$ cat src/sv/sbe_pkg.sv
// ----------------------------------------------------------------------------
// sbe_pkg: shared definitions for the stack bytecode executor
// Opcodes, fault codes, and the command/status bundles between the
// controller and the datapath.
// ----------------------------------------------------------------------------
package sbe_pkg;

  localparam int STACK_BYTES_DEF = 4096;
  localparam int OP_W   = 16;
  localparam int IMM_W  = 48;
  localparam int WORD_W = 64;
  localparam int FLT_W  = 3;

  localparam logic [OP_W-1:0] OP_NOP   = 16'd0;
  localparam logic [OP_W-1:0] OP_CALL  = 16'd1;
  localparam logic [OP_W-1:0] OP_RET   = 16'd2;
  localparam logic [OP_W-1:0] OP_PUSH  = 16'd3;
  localparam logic [OP_W-1:0] OP_LOAD  = 16'd4;
  localparam logic [OP_W-1:0] OP_FLOAD = 16'd5;
  localparam logic [OP_W-1:0] OP_JUMP  = 16'd6;
  localparam logic [OP_W-1:0] OP_BRT   = 16'd7;
  localparam logic [OP_W-1:0] OP_BRF   = 16'd8;
  localparam logic [OP_W-1:0] OP_ADD   = 16'd9;
  localparam logic [OP_W-1:0] OP_SUB   = 16'd10;
  localparam logic [OP_W-1:0] OP_MUL   = 16'd11;
  localparam logic [OP_W-1:0] OP_DIV   = 16'd12;
  localparam logic [OP_W-1:0] OP_MOD   = 16'd13;
  localparam logic [OP_W-1:0] OP_EQ    = 16'd14;
  localparam logic [OP_W-1:0] OP_NE    = 16'd15;
  localparam logic [OP_W-1:0] OP_LT    = 16'd16;
  localparam logic [OP_W-1:0] OP_LE    = 16'd17;
  localparam logic [OP_W-1:0] OP_GT    = 16'd18;
  localparam logic [OP_W-1:0] OP_GE    = 16'd19;
  localparam logic [OP_W-1:0] OP_ITOF  = 16'd20;
  localparam logic [OP_W-1:0] OP_FTOI  = 16'd21;
  localparam logic [OP_W-1:0] OP_EXIT  = 16'd22;

  typedef enum logic [FLT_W-1:0] {
    FLT_NONE  = 3'd0,
    FLT_OVER  = 3'd1,
    FLT_UNDER = 3'd2,
    FLT_RANGE = 3'd3,
    FLT_DIV0  = 3'd4
  } fault_t;

  typedef enum logic [2:0] {
    ADR_SP, ADR_SP8, ADR_SPM8, ADR_SPM16, ADR_BPM8, ADR_BPM16, ADR_LOAD, ADR_RET
  } adr_t;

  typedef enum logic [2:0] {
    WD_IP, WD_BP, WD_IMM, WD_A, WD_ALU, WD_UNIT, WD_FTOI
  } wd_t;

  typedef enum logic [2:0] {
    ALU_ADD, ALU_SUB, ALU_EQ, ALU_NE, ALU_LT, ALU_LE, ALU_GT, ALU_GE
  } alu_t;

  typedef enum logic [1:0] {UNIT_MUL, UNIT_DIV, UNIT_MOD, UNIT_ITOF} unit_t;

  typedef enum logic [2:0] {SP_KEEP, SP_INC8, SP_INC16, SP_DEC8, SP_RET} sp_op_t;
  typedef enum logic [1:0] {BP_KEEP, BP_CALL, BP_RESTORE} bp_op_t;
  typedef enum logic [1:0] {IP_KEEP, IP_INC, IP_IMM, IP_RET} ip_op_t;

  typedef struct packed {
    logic   take;
    logic   clr;
    logic   rd_en;
    adr_t   rd_adr;
    logic   cap_a;
    logic   cap_b;
    logic   cap_c;
    logic   wr_en;
    adr_t   wr_adr;
    wd_t    wr_dat;
    alu_t   alu;
    logic   frame_rel;
    logic   unit_go;
    unit_t  unit_op;
    sp_op_t sp_op;
    bp_op_t bp_op;
    ip_op_t ip_op;
    fault_t fault;
    logic   halt_set;
    logic   exit_set;
    logic   out_load;
  } cmd_t;

  typedef struct packed {
    logic clr_last;
    logic halted;
    logic sp_lt8;
    logic sp_lt16;
    logic room8;
    logic room16;
    logic bp_lt16;
    logic ld_bad;
    logic imm_gt_base;
    logic nbp_big;
    logic a_nz;
    logic b_zero;
    logic unit_done;
  } sts_t;

endpackage

$ cat src/sv/sbe_ctrl.sv
// ----------------------------------------------------------------------------
// sbe_ctrl: executor controller
// Sequences memory reads, writes, checks and commits for each instruction.
// ----------------------------------------------------------------------------
module sbe_ctrl import sbe_pkg::*; (
  input  logic            clk,
  input  logic            rst_n,
  input  logic            in_valid,
  input  logic [OP_W-1:0] op,
  input  logic            out_ready,
  input  sts_t            sts,
  output logic            in_ready,
  output logic            out_valid,
  output cmd_t            cmd
);

  typedef enum logic [4:0] {
    S_CLR, S_IDLE, S_DEC, S_CALL2, S_LDCAP, S_LDWR, S_BRCAP, S_BRDO,
    S_BINB, S_BINCAP, S_BINEX, S_BINWAIT, S_CVCAP, S_CVEX, S_CVWAIT,
    S_EXCAP, S_EXDO, S_RTB, S_RTC, S_RTCAP, S_RTDO, S_OUT
  } state_t;

  state_t          state_r, state_nxt;
  logic [OP_W-1:0] op_r;
  logic            out_valid_r;
  logic            out_free;

  function automatic alu_t alu_of(input logic [OP_W-1:0] o);
    unique case (o)
      OP_SUB:  return ALU_SUB;
      OP_EQ:   return ALU_EQ;
      OP_NE:   return ALU_NE;
      OP_LT:   return ALU_LT;
      OP_LE:   return ALU_LE;
      OP_GT:   return ALU_GT;
      OP_GE:   return ALU_GE;
      default: return ALU_ADD;
    endcase
  endfunction

  function automatic unit_t unit_of(input logic [OP_W-1:0] o);
    unique case (o)
      OP_MUL:  return UNIT_MUL;
      OP_DIV:  return UNIT_DIV;
      OP_MOD:  return UNIT_MOD;
      default: return UNIT_ITOF;
    endcase
  endfunction

  assign out_free = !out_valid_r || out_ready;

  always_comb begin
    cmd           = '0;
    cmd.alu       = alu_of(op_r);
    cmd.unit_op   = unit_of(op_r);
    cmd.frame_rel = (op_r == OP_FLOAD);
    state_nxt     = state_r;

    unique case (state_r)
      S_CLR: begin
        cmd.clr = 1'b1;
        if (sts.clr_last) state_nxt = S_IDLE;
      end
      S_IDLE: begin
        if (in_valid) begin
          cmd.take  = 1'b1;
          state_nxt = S_DEC;
        end
      end
      S_DEC: begin
        state_nxt = S_OUT;
        if (!sts.halted) begin
          unique case (op_r)
            OP_CALL: begin
              if (!sts.room16) begin
                cmd.fault = FLT_OVER;
              end else begin
                cmd.wr_en  = 1'b1;
                cmd.wr_adr = ADR_SP;
                cmd.wr_dat = WD_IP;
                state_nxt  = S_CALL2;
              end
            end
            OP_RET: begin
              if (sts.sp_lt8 || sts.bp_lt16) begin
                cmd.fault = FLT_UNDER;
              end else begin
                cmd.rd_en  = 1'b1;
                cmd.rd_adr = ADR_SPM8;
                state_nxt  = S_RTB;
              end
            end
            OP_PUSH: begin
              if (!sts.room8) begin
                cmd.fault = FLT_OVER;
              end else begin
                cmd.wr_en  = 1'b1;
                cmd.wr_adr = ADR_SP;
                cmd.wr_dat = WD_IMM;
                cmd.sp_op  = SP_INC8;
                cmd.ip_op  = IP_INC;
              end
            end
            OP_LOAD, OP_FLOAD: begin
              if (sts.ld_bad) begin
                cmd.fault = FLT_RANGE;
              end else if (!sts.room8) begin
                cmd.fault = FLT_OVER;
              end else begin
                cmd.rd_en  = 1'b1;
                cmd.rd_adr = ADR_LOAD;
                state_nxt  = S_LDCAP;
              end
            end
            OP_JUMP: cmd.ip_op = IP_IMM;
            OP_BRT, OP_BRF, OP_ITOF, OP_FTOI, OP_EXIT: begin
              if (sts.sp_lt8) begin
                cmd.fault = FLT_UNDER;
              end else begin
                cmd.rd_en  = 1'b1;
                cmd.rd_adr = ADR_SPM8;
                if (op_r == OP_EXIT) begin
                  state_nxt = S_EXCAP;
                end else if (op_r == OP_ITOF || op_r == OP_FTOI) begin
                  state_nxt = S_CVCAP;
                end else begin
                  state_nxt = S_BRCAP;
                end
              end
            end
            OP_ADD, OP_SUB, OP_MUL, OP_DIV, OP_MOD, OP_EQ, OP_NE,
            OP_LT, OP_LE, OP_GT, OP_GE: begin
              if (sts.sp_lt16) begin
                cmd.fault = FLT_UNDER;
              end else begin
                cmd.rd_en  = 1'b1;
                cmd.rd_adr = ADR_SPM8;
                state_nxt  = S_BINB;
              end
            end
            default: cmd.ip_op = IP_INC;
          endcase
        end
      end
      S_CALL2: begin
        cmd.wr_en  = 1'b1;
        cmd.wr_adr = ADR_SP8;
        cmd.wr_dat = WD_BP;
        cmd.sp_op  = SP_INC16;
        cmd.bp_op  = BP_CALL;
        cmd.ip_op  = IP_IMM;
        state_nxt  = S_OUT;
      end
      S_LDCAP: begin
        cmd.cap_a = 1'b1;
        state_nxt = S_LDWR;
      end
      S_LDWR: begin
        cmd.wr_en  = 1'b1;
        cmd.wr_adr = ADR_SP;
        cmd.wr_dat = WD_A;
        cmd.sp_op  = SP_INC8;
        cmd.ip_op  = IP_INC;
        state_nxt  = S_OUT;
      end
      S_BRCAP: begin
        cmd.cap_a = 1'b1;
        state_nxt = S_BRDO;
      end
      S_BRDO: begin
        cmd.sp_op = SP_DEC8;
        cmd.ip_op = ((op_r == OP_BRT) == sts.a_nz) ? IP_IMM : IP_INC;
        state_nxt = S_OUT;
      end
      S_BINB: begin
        cmd.cap_a  = 1'b1;
        cmd.rd_en  = 1'b1;
        cmd.rd_adr = ADR_SPM16;
        state_nxt  = S_BINCAP;
      end
      S_BINCAP: begin
        cmd.cap_b = 1'b1;
        state_nxt = S_BINEX;
      end
      S_BINEX: begin
        if ((op_r == OP_DIV || op_r == OP_MOD) && sts.b_zero) begin
          cmd.fault = FLT_DIV0;
          state_nxt = S_OUT;
        end else if (op_r == OP_MUL || op_r == OP_DIV || op_r == OP_MOD) begin
          cmd.unit_go = 1'b1;
          state_nxt   = S_BINWAIT;
        end else begin
          cmd.wr_en  = 1'b1;
          cmd.wr_adr = ADR_SPM16;
          cmd.wr_dat = WD_ALU;
          cmd.sp_op  = SP_DEC8;
          cmd.ip_op  = IP_INC;
          state_nxt  = S_OUT;
        end
      end
      S_BINWAIT: begin
        if (sts.unit_done) begin
          cmd.wr_en  = 1'b1;
          cmd.wr_adr = ADR_SPM16;
          cmd.wr_dat = WD_UNIT;
          cmd.sp_op  = SP_DEC8;
          cmd.ip_op  = IP_INC;
          state_nxt  = S_OUT;
        end
      end
      S_CVCAP: begin
        cmd.cap_a = 1'b1;
        state_nxt = S_CVEX;
      end
      S_CVEX: begin
        if (op_r == OP_ITOF) begin
          cmd.unit_go = 1'b1;
          state_nxt   = S_CVWAIT;
        end else begin
          cmd.wr_en  = 1'b1;
          cmd.wr_adr = ADR_SPM8;
          cmd.wr_dat = WD_FTOI;
          cmd.ip_op  = IP_INC;
          state_nxt  = S_OUT;
        end
      end
      S_CVWAIT: begin
        if (sts.unit_done) begin
          cmd.wr_en  = 1'b1;
          cmd.wr_adr = ADR_SPM8;
          cmd.wr_dat = WD_UNIT;
          cmd.ip_op  = IP_INC;
          state_nxt  = S_OUT;
        end
      end
      S_EXCAP: begin
        cmd.cap_a = 1'b1;
        state_nxt = S_EXDO;
      end
      S_EXDO: begin
        cmd.exit_set = 1'b1;
        cmd.halt_set = 1'b1;
        cmd.sp_op    = SP_DEC8;
        cmd.ip_op    = IP_INC;
        state_nxt    = S_OUT;
      end
      S_RTB: begin
        cmd.cap_a  = 1'b1;
        cmd.rd_en  = 1'b1;
        cmd.rd_adr = ADR_BPM8;
        state_nxt  = S_RTC;
      end
      S_RTC: begin
        cmd.cap_b  = 1'b1;
        cmd.rd_en  = 1'b1;
        cmd.rd_adr = ADR_BPM16;
        state_nxt  = S_RTCAP;
      end
      S_RTCAP: begin
        cmd.cap_c = 1'b1;
        state_nxt = S_RTDO;
      end
      S_RTDO: begin
        state_nxt = S_OUT;
        if (sts.imm_gt_base) begin
          cmd.fault = FLT_UNDER;
        end else if (sts.nbp_big) begin
          cmd.fault = FLT_OVER;
        end else begin
          cmd.wr_en  = 1'b1;
          cmd.wr_adr = ADR_RET;
          cmd.wr_dat = WD_A;
          cmd.sp_op  = SP_RET;
          cmd.bp_op  = BP_RESTORE;
          cmd.ip_op  = IP_RET;
        end
      end
      S_OUT: begin
        if (out_free) begin
          cmd.out_load = 1'b1;
          state_nxt    = S_IDLE;
        end
      end
      default: state_nxt = S_IDLE;
    endcase
  end

  always_ff @(posedge clk) begin
    if (!rst_n) begin
      state_r     <= S_CLR;
      out_valid_r <= 1'b0;
    end else begin
      state_r <= state_nxt;
      if (state_r == S_OUT && out_free) begin
        out_valid_r <= 1'b1;
      end else if (out_ready) begin
        out_valid_r <= 1'b0;
      end
    end
  end

  always_ff @(posedge clk) begin
    if (cmd.take) op_r <= op;
  end

  assign in_ready  = (state_r == S_IDLE);
  assign out_valid = out_valid_r;

endmodule

$ cat config.mk
export PLATFORM = sky130hd
export DESIGN_NAME = sbe_ctrl
export DESIGN_NICKNAME = d
export VERILOG_FILES = /design/src/sv/sbe_pkg.sv /design/src/sv/sbe_ctrl.sv
export SDC_FILE = /design/constraint.sdc
export NUM_CORES = 1
export LEC_CHECK = 0
export BUFFER_PORTS_ARGS = -buffer_cell sky130_fd_sc_hd__buf_2
export CORE_UTILIZATION = 47
export DETAILED_ROUTE_END_ITERATION = 8
export HOLD_SLACK_MARGIN = 0.02
export PLACE_DENSITY = 0.78
export SETUP_SLACK_MARGIN = 0.4
export SYNTH_ARGS = -nofsm -noshare
export SYNTH_HDL_FRONTEND = slang
export SYNTH_SLANG_ARGS = --single-unit
$ cat constraint.sdc
create_clock -name clk -period 1.9 [get_ports clk]
set_clock_uncertainty 0.05 [all_clocks]
set_input_delay 0.38 -clock clk [delete_from_list [all_inputs] [get_ports clk]]
set_output_delay 0.38 -clock clk [all_outputs]
set_load 0.1 [all_outputs]
==> metrics.md, run 1 <==
| Metric | Value |
|---|---|
| Status | aborted with a tool error |
| Last stage | 4_1_cts |
| First Err | [ERROR DPL-0038] Utilization greater than 100%, impossible to legalize |
| H-tree depth | 1 |
| Number of flops mapped to enable cells by yosys | 16 |
| # IOs | 71 |
| Post-Syn Instances | 293 |
| Largest area contributor in the netlist | edfxtp_1 |
| Post-place setup slack | -0.683 ns |
| Synth unique cells | 59 |
| Clock Path Buffers | 2 |
| Netlist Area Pre-Place | 0.00219 sq mm |
| Register area share after synthesis | 0.274 |
| CTS resizes | 142 |
| Port Buf Inserts | 70 |
| DP Wirelength | 9230 microns |
| Top_reg_cell synth | edfxtp_1 |
| CTS Buf Count | 3 |
| Synth top area share | 0.219 |
| Post-CTS Setup Inserts | 44 |
| Die Span Y | 70.3 microns |
| Hold buffer count at CTS | 0 |
| CTS root buf | clkbuf_8 |
| Global placement routability congestion | 1.01 |
| Register bit total from synthesis | 22 |
| Row count | 24 |
| CTS Sinks | 22 |
| Die Wd | 70.3 microns |
| Synth area leaders | edfxtp_1, a21oi_1, dfxtp_1, nand2b_1, nor2_1 |
| Starting density of the core | 0.497 |
| Async SR Flop Fraction | 0 |
| Mean Syn Cell Area | 7.49 sq um |
| Yosys Warn Count | 0 |
| Syn nets | 326 |
[synthesized netlist by cell type, types with 7 or more instances]
library cell,count
nand3_1,17
o21ai_0,15
or3_1,7
clkbuf_1,8
nor2_1,24
nand2_1,21
nand2b_1,16
a21oi_1,28
nor3_1,15
edfxtp_1,16
buf_2,11
a31oi_1,9
nor2b_1,10
[cells by family after synthesis]
group,Yosys count,synth area share
compound gates,88,0.264
xor+xnor,4,0.0160
buf+inv,30,0.0662
flops,22,0.274
simple gates,149,0.380
[per-stage QoR]
step	utilization	std cells	TNS (ns)	hold WS (ns)	cell area [sq um]
floorplan	-	293	-33.44	0.429	2720
global placement	0.966	502	-7.39	0.506	4270
detailed placement	0.966	502	-12.48	0.508	4270
==> inputs of run 2 (changes only) <==
- CORE_UTILIZATION: 47 -> 40
- HOLD_SLACK_MARGIN: 0.02 -> default
- PLACE_DENSITY: 0.78 -> default
- PLACE_DENSITY_LB_ADDON: default -> 0.15
- SETUP_SLACK_MARGIN: 0.4 -> default
- clock period: 1.9 -> 2.45 ns (I/O delays scaled with it)
==> run 2 against run 1 <==
Net effect: the flow now finishes, with violations (setup timing); synthesized cell count did not move; area after synthesis did not move.
==> metrics.md, run 2 <==
| Metric | Value |
|---|---|
| Status | complete, but fails checks |
| Failing checks | setup timing |
| Syn nets | 326 |
| Post-Syn Instances | 293 |
| Port Buf Inserts | 70 |
| Crit Path Class | flip-flop to output pin |
| VDD IR-drop max | 0.743 mV |
| Combinational share of power | 0.736 |
| Worst-path clk slew | 0.07 ns |
| Post-place setup slack | -0.122 ns |
| Die Span Y | 76.1 microns |
| Slowest Stage Delay on Critical Path | 0.41 ns |
| Switching Share | 0.497 |
| Vias | 2999 |
| CTS Buf Count | 3 |
| Pleak | 1.80 nW |
| Wire length per cell | 18.4 microns |
| Top_reg_cell synth | edfxtp_1 |
| Via density per instance | 5.89 |
| Final Max Tran Viols | 0 |
| Number of instances in the placed design | 481 |
| Clock network power share | 0.099 |
| Clock Path Buffers | 2 |
| Biggest register | op_r |
| Core ar. | 0.00520 sq mm |
| Largest net degree at the start of global routing | 23 |
| Largest area contributor in the netlist | edfxtp_1 |
| Fin nets | 473 |
| Mean Syn Cell Area | 7.49 sq um |
| GR Util All Layers | 0.288 |
| Netlist Area Pre-Place | 0.00219 sq mm |
| Synth cell count leaders | a21oi_1, nor2_1, nand2_1 |
| Async SR Flop Fraction | 0 |
| Global placement routability congestion | 0.945 |
| Peak Freq | 351 MHz |
| Power per Cell Area | 731 mW/mm^2 |
| Maximum fanout along the worst path | 6 |
| N_diodes | 0 |
| Final WS setup | -0.397 ns |
| CTS tree | done |
| # IOs | 71 |
| GR Overflow Total | 0 |
| Seq pwr share | 0.166 |
| Synth area leaders | edfxtp_1, a21oi_1, dfxtp_1, nand2b_1, nor2_1 |
| Clk_lat worst skew | 0.26 ns |
| First-pass GRT wire length | 13500 microns |
| Register area share after synthesis | 0.274 |
| Most frequent cell after synthesis | a21oi_1 |
| Max-cap violations | 0 |
| Crit-path slowest cell | edfxtp_1 |
| DR iter-0 viols | 213 |
| Ratio of cells with drive above 1 in the final layout | 0.595 |
| CTS root buf | clkbuf_8 |
| Synth top area share | 0.219 |
| Crit path cell chain | nor4_4, nand3_1, buf_6, o21bai_1, buf_4, nand3b_1, nor2_4, o221ai_4, buf_12 |
| 1st-pass router iterations | 4 |
| Sw power | 1.64 mW |
| Period minus WS final | 2.85 ns |
| Element type at the critical path end | output pin |
| Initial antenna violation count | 0 |
| Fin Setup TNS | -4.46 ns |
| Worst EP arrival | 2.31 ns |
| Vias in the first global route | 2763 |
| Row count | 26 |
| Number of flip-flops in the largest register | 16 |
| Non-Filler Instances | 509 |
| Residual DRC | 0 |
| H-tree depth | 1 |
| CP required | 1.91 ns |
| CTS Sinks | 22 |
| Slew margin rel. | 0.675 |
| Synth unique cells | 59 |
| Yosys Warn Count | 0 |
| Most frequent cells in the layout | buf_4, buf_12, buf_2 |
| RSZ-0062 raised after global routing | true |
| DP Wirelength | 6190 microns |
| Hold Fails Final Rpt | 0 |
| Least-Margin Pin Slew | 0.491 ns |
| Register bit total from synthesis | 22 |
| Die Wd | 76.1 microns |
| Die area | 0.00578 sq mm |
| Commonest non-fill, non-tap cell in the layout | buf_4 |
| Starting density of the core | 0.421 |
| Final setup vio count | 20 |
| Final wirelength | 9360 microns |
| Int Pwr | 1.66 mW |
| CP Launch Type | flip-flop |
| ANT nets after route | 0 |
| Period utilisation layout | 1.16 |
| Number of flops mapped to enable cells by yosys | 16 |
| Hold WC Path Type | input port to flip-flop |
| Layout area overhead | 106% |
run 2: cell counts after synthesis:
No cell type changed its count.
run 2: final timing paths:
kind	start	end	slack [ns]	depth (start not counted)
max	op_r[8]	cmd[26]	-0.40	9
min	op[9]	op_r[9]	0.35	1
max reg2reg	op_r[0]	state_r[2]	0.03	10
min reg2reg	out_valid	out_valid	0.59	2
run 2: power groups by stage:
stage               sequential [mW]  combinational, mW  clock (mW)
floorplan                     0.546               1.45           0
finish                        0.548               2.43       0.326
detailed placement            0.540               2.17           0
global route                  0.552               2.55       0.343
global placement              0.537               2.15           0
CTS                           0.536               2.29       0.332
run 2: what timing repair did:
item,in CTS,in global routing
hold buffers,0,0
gates resized for setup,53,41
endpoints found under the setup margin,18,26
buffers inserted,18,9
pin swaps,23,20
run 2: stage by stage:
stage	utilization	power, mW	hold WS [ns]	cell area (sq um)
after detailed placement	0.743	2.71	0.522	3870
after floorplan	-	1.99	0.539	2550
after global routing	0.869	3.44	0.346	4520
after CTS	0.823	3.16	0.348	4290
final	0.869	3.31	0.353	4520
after global placement	0.743	2.69	0.520	3870
run 2: metal layers:
metal | track usage | wire, microns | up-vias
met1 | 0.357 | 3830 | 1426
met5 | 0 | 0 | -
li1 | - | - | 1403
met4 | 0.0750 | 244 | 0
met3 | 0.0299 | 498 | 27
met2 | 0.530 | 4790 | 143
run 2: worst max-delay path: cells and delay by family, from the launching register on:
| kind | cells | cell delay (ns) |
|---|---|---|
| AO/OA/AOI/OAI | 2 | 0.31 |
| buffers and inverters | 3 | 0.51 |
| flip-flops | 1 | 0.41 |
| AND/OR/NAND/NOR | 4 | 0.81 |
run 2: cells by family (layout without fill, tap and decap cells):
| logic type | Yosys count | in the layout | synth area share |
|---|---|---|---|
| DFF | 22 | 22 | 0.274 |
| and+or+nand+nor | 149 | 149 | 0.380 |
| AOI/OAI and AO/OA | 88 | 88 | 0.264 |
| xor gates and xnor gates | 4 | 4 | 0.0160 |
| buffers and inverters | 30 | 176 | 0.0662 |
run 2: area by class of cell:
cell class / count / area (sq um)
clock buffer: 3 / 41.3
clock inverter: 1 / 30.0
fill: 259 / 683
inverter: 6 / 22.5
multi-input combinational: 241 / 2060
sequential: 22 / 602
tap: 70 / 87.6
timing repair buffer: 166 / 1680
Power figures use the tool's default switching activity.
==> inputs of run 3 (changes only) <==
- RECOVER_POWER: default -> 50
==> run 3 against run 2 <==
Net effect: the flow still finishes with violations (setup timing); critical path depth is the same; utilization is 0.36 points lower; non-clock buffer count unchanged; worst setup slack improved by 0.0074 ns; sequential cell count unchanged; final cell count unchanged; hold slack barely moved; power is 0.90% lower; routed wire length about the same; count of clock-buffer cells in the layout is the same; cell area down 0.42%; via count decreased by 0.77%.
==> metrics.md, run 3 (same netlist as run 2, synthesis figures left out) <==
| Metric | Value |
|---|---|
| Initial antenna violation count | 0 |
| Reg2reg end | state_r[2] |
| Worst-path clk slew | 0.07 ns |
| Element type at the critical path end | output pin |
| Hold Fails Final Rpt | 0 |
| RSZ-0062 raised after global routing | true |
| Worst r2r src | op_r[2] |
| Combinational share of power | 0.733 |
| Clock Path Buffers | 2 |
| Worst Setup SP | op_r[8] |
| Vias | 2976 |
| Final WS setup | -0.389 ns |
| Die area | 0.00578 sq mm |
| Final setup vio count | 23 |
| CTS root buf | clkbuf_8 |
| Grt peak-use layer | met2 |
| CP required | 1.91 ns |
| H-tree depth | 1 |
| Global placement routability congestion | 0.945 |
| GR Util All Layers | 0.288 |
| Ratio of cells with drive above 1 in the final layout | 0.585 |
| 1st-pass router iterations | 5 |
| ANT nets after route | 0 |
| Status | complete, but fails checks |
| Crit-path slowest cell | edfxtp_1 |
| Flop2flop setup slack | 0.02 ns |
| CTS Buf Count | 3 |
| Global routing usage on met2 | 0.530 |
| Power per Cell Area | 727 mW/mm^2 |
| Layout area overhead | 105% |
| Residual DRC | 0 |
| DP Wirelength | 6190 microns |
| Max-cap violations | 0 |
| Seq pwr share | 0.167 |
| Commonest non-fill, non-tap cell in the layout | buf_4 |
| Via density per instance | 5.85 |
| Sw power | 1.64 mW |
| Wire length per cell | 18.4 microns |
| Period minus WS final | 2.84 ns |
| # IOs | 71 |
| Core ar. | 0.00520 sq mm |
| Slowest Stage Delay on Critical Path | 0.41 ns |
| Largest net degree at the start of global routing | 23 |
| Period utilisation layout | 1.16 |
| Vias in the first global route | 2763 |
| Least-Margin Pin Slew | 1.17 ns |
| First-pass GRT wire length | 13500 microns |
| Final hold slack | 0.353 ns |
| Die Span Y | 76.1 microns |
| Clock network power share | 0.100 |
| CTS Sinks | 22 |
| Worst setup endpoint | cmd[26] |
| Clk_lat worst skew | 0.26 ns |
| Die Wd | 76.1 microns |
| Area after DPL | 0.00387 sq mm |
| Most frequent cells in the layout | buf_4, buf_12, buf_2 |
| Maximum fanout along the worst path | 6 |
| Biggest register | op_r |
| Crit path cell chain | nor4_4, nand3_1, buf_6, o21bai_1, buf_4, nand3b_1, nor2_4, o221ai_4, buf_12 |
| CP Launch Type | flip-flop |
| Slew margin rel. | 0.224 |
| Met3 Usage GRT | 0.0299 |
| Crit Path Class | flip-flop to output pin |
| Post-place setup slack | -0.122 ns |
| N_diodes | 0 |
| GR Overflow Total | 0 |
| Int Pwr | 1.64 mW |
| Peak Freq | 352 MHz |
| VDD IR-drop max | 0.744 mV |
| Switching Share | 0.499 |
| Pleak | 1.79 nW |
| Total power | 3.28 mW |
| Final Cell Area | 0.00450 sq mm |
| Fin nets | 473 |
| Worst EP arrival | 2.30 ns |
| Number of flip-flops in the largest register | 16 |
| R2R depth | 10 |
| Failing checks | setup timing |
| Row count | 26 |
| GR Layer Usage met1 | 0.357 |
| Port Buf Inserts | 70 |
| Starting density of the core | 0.421 |
| CTS tree | done |
| DR iter-0 viols | 190 |
| Final wirelength | 9350 microns |
| Hold WC Path Type | input port to flip-flop |
| Final Max Tran Viols | 0 |
## run 3: cell types whose count changed in the layout (fill, tap and decap cells not counted)
cell	change
and2_0	+1
and2_4	-1
buf_2	-1
buf_4	-1
clkbuf_1	+2
nor3_1	+1
nor3_4	-1
## run 3: what timing repair did
action,in CTS,in global routing
buffers inserted,18,9
hold buffers,0,0
endpoints found under the setup margin,18,26
resized for setup,53,41
pin swaps,23,20
## run 3: area by class of cell
cell class / instances / area [sq um]
multi-input cells: 241 / 2040
clock inverters: 1 / 30.0
fillers: 260 / 702
well taps: 70 / 87.6
inverters: 6 / 22.5
repair buffers: 166 / 1680
flip-flops and latches: 22 / 602
clock buffers: 3 / 41.3
## run 3: worst min path at each step
stage / from / slack [ns] / cells past startpoint / end
after floorplan: op[0] / 0.54 / 0 / op_r[0]
after global placement: out_valid / 0.52 / 2 / out_valid
after detailed placement: out_valid / 0.52 / 2 / out_valid
after CTS: op[9] / 0.35 / 1 / op_r[9]
after global routing: op[9] / 0.35 / 1 / op_r[9]
final: op[9] / 0.35 / 1 / op_r[9]
## run 3: power by group through the flow
stage	Combinational [mW]	Sequential, mW	Clock, mW
6_report	2.40	0.547	0.326
5_1_grt	2.52	0.552	0.343
4_1_cts	2.29	0.536	0.332
3_5_place_dp	2.17	0.540	0
3_3_place_gp	2.15	0.537	0
2_1_floorplan	1.45	0.546	0
## run 3: stage by stage
step                      utilization  cells  TNS (ns)
after detailed placement        0.743    481    -0.527
after global placement          0.743    481    -0.631
after floorplan                     -    293    -12.54
after global routing            0.865    509     -7.03
final                           0.865    509     -5.02
after CTS                       0.823    501     -3.08
## run 3: layer usage
layer / up-vias / wire [microns]
met5: - / 0
met1: 1400 / 3840
met2: 149 / 4790
met3: 28 / 469
met4: 0 / 250
li1: 1399 / -
## run 3: worst max-delay path, delay by kind of cell, from the launching register on
kind | cells | cell delay, ns
AOI/OAI and AO/OA | 2 | 0.30
buffers and inverters | 3 | 0.51
DFF | 1 | 0.41
and+or+nand+nor | 4 | 0.81
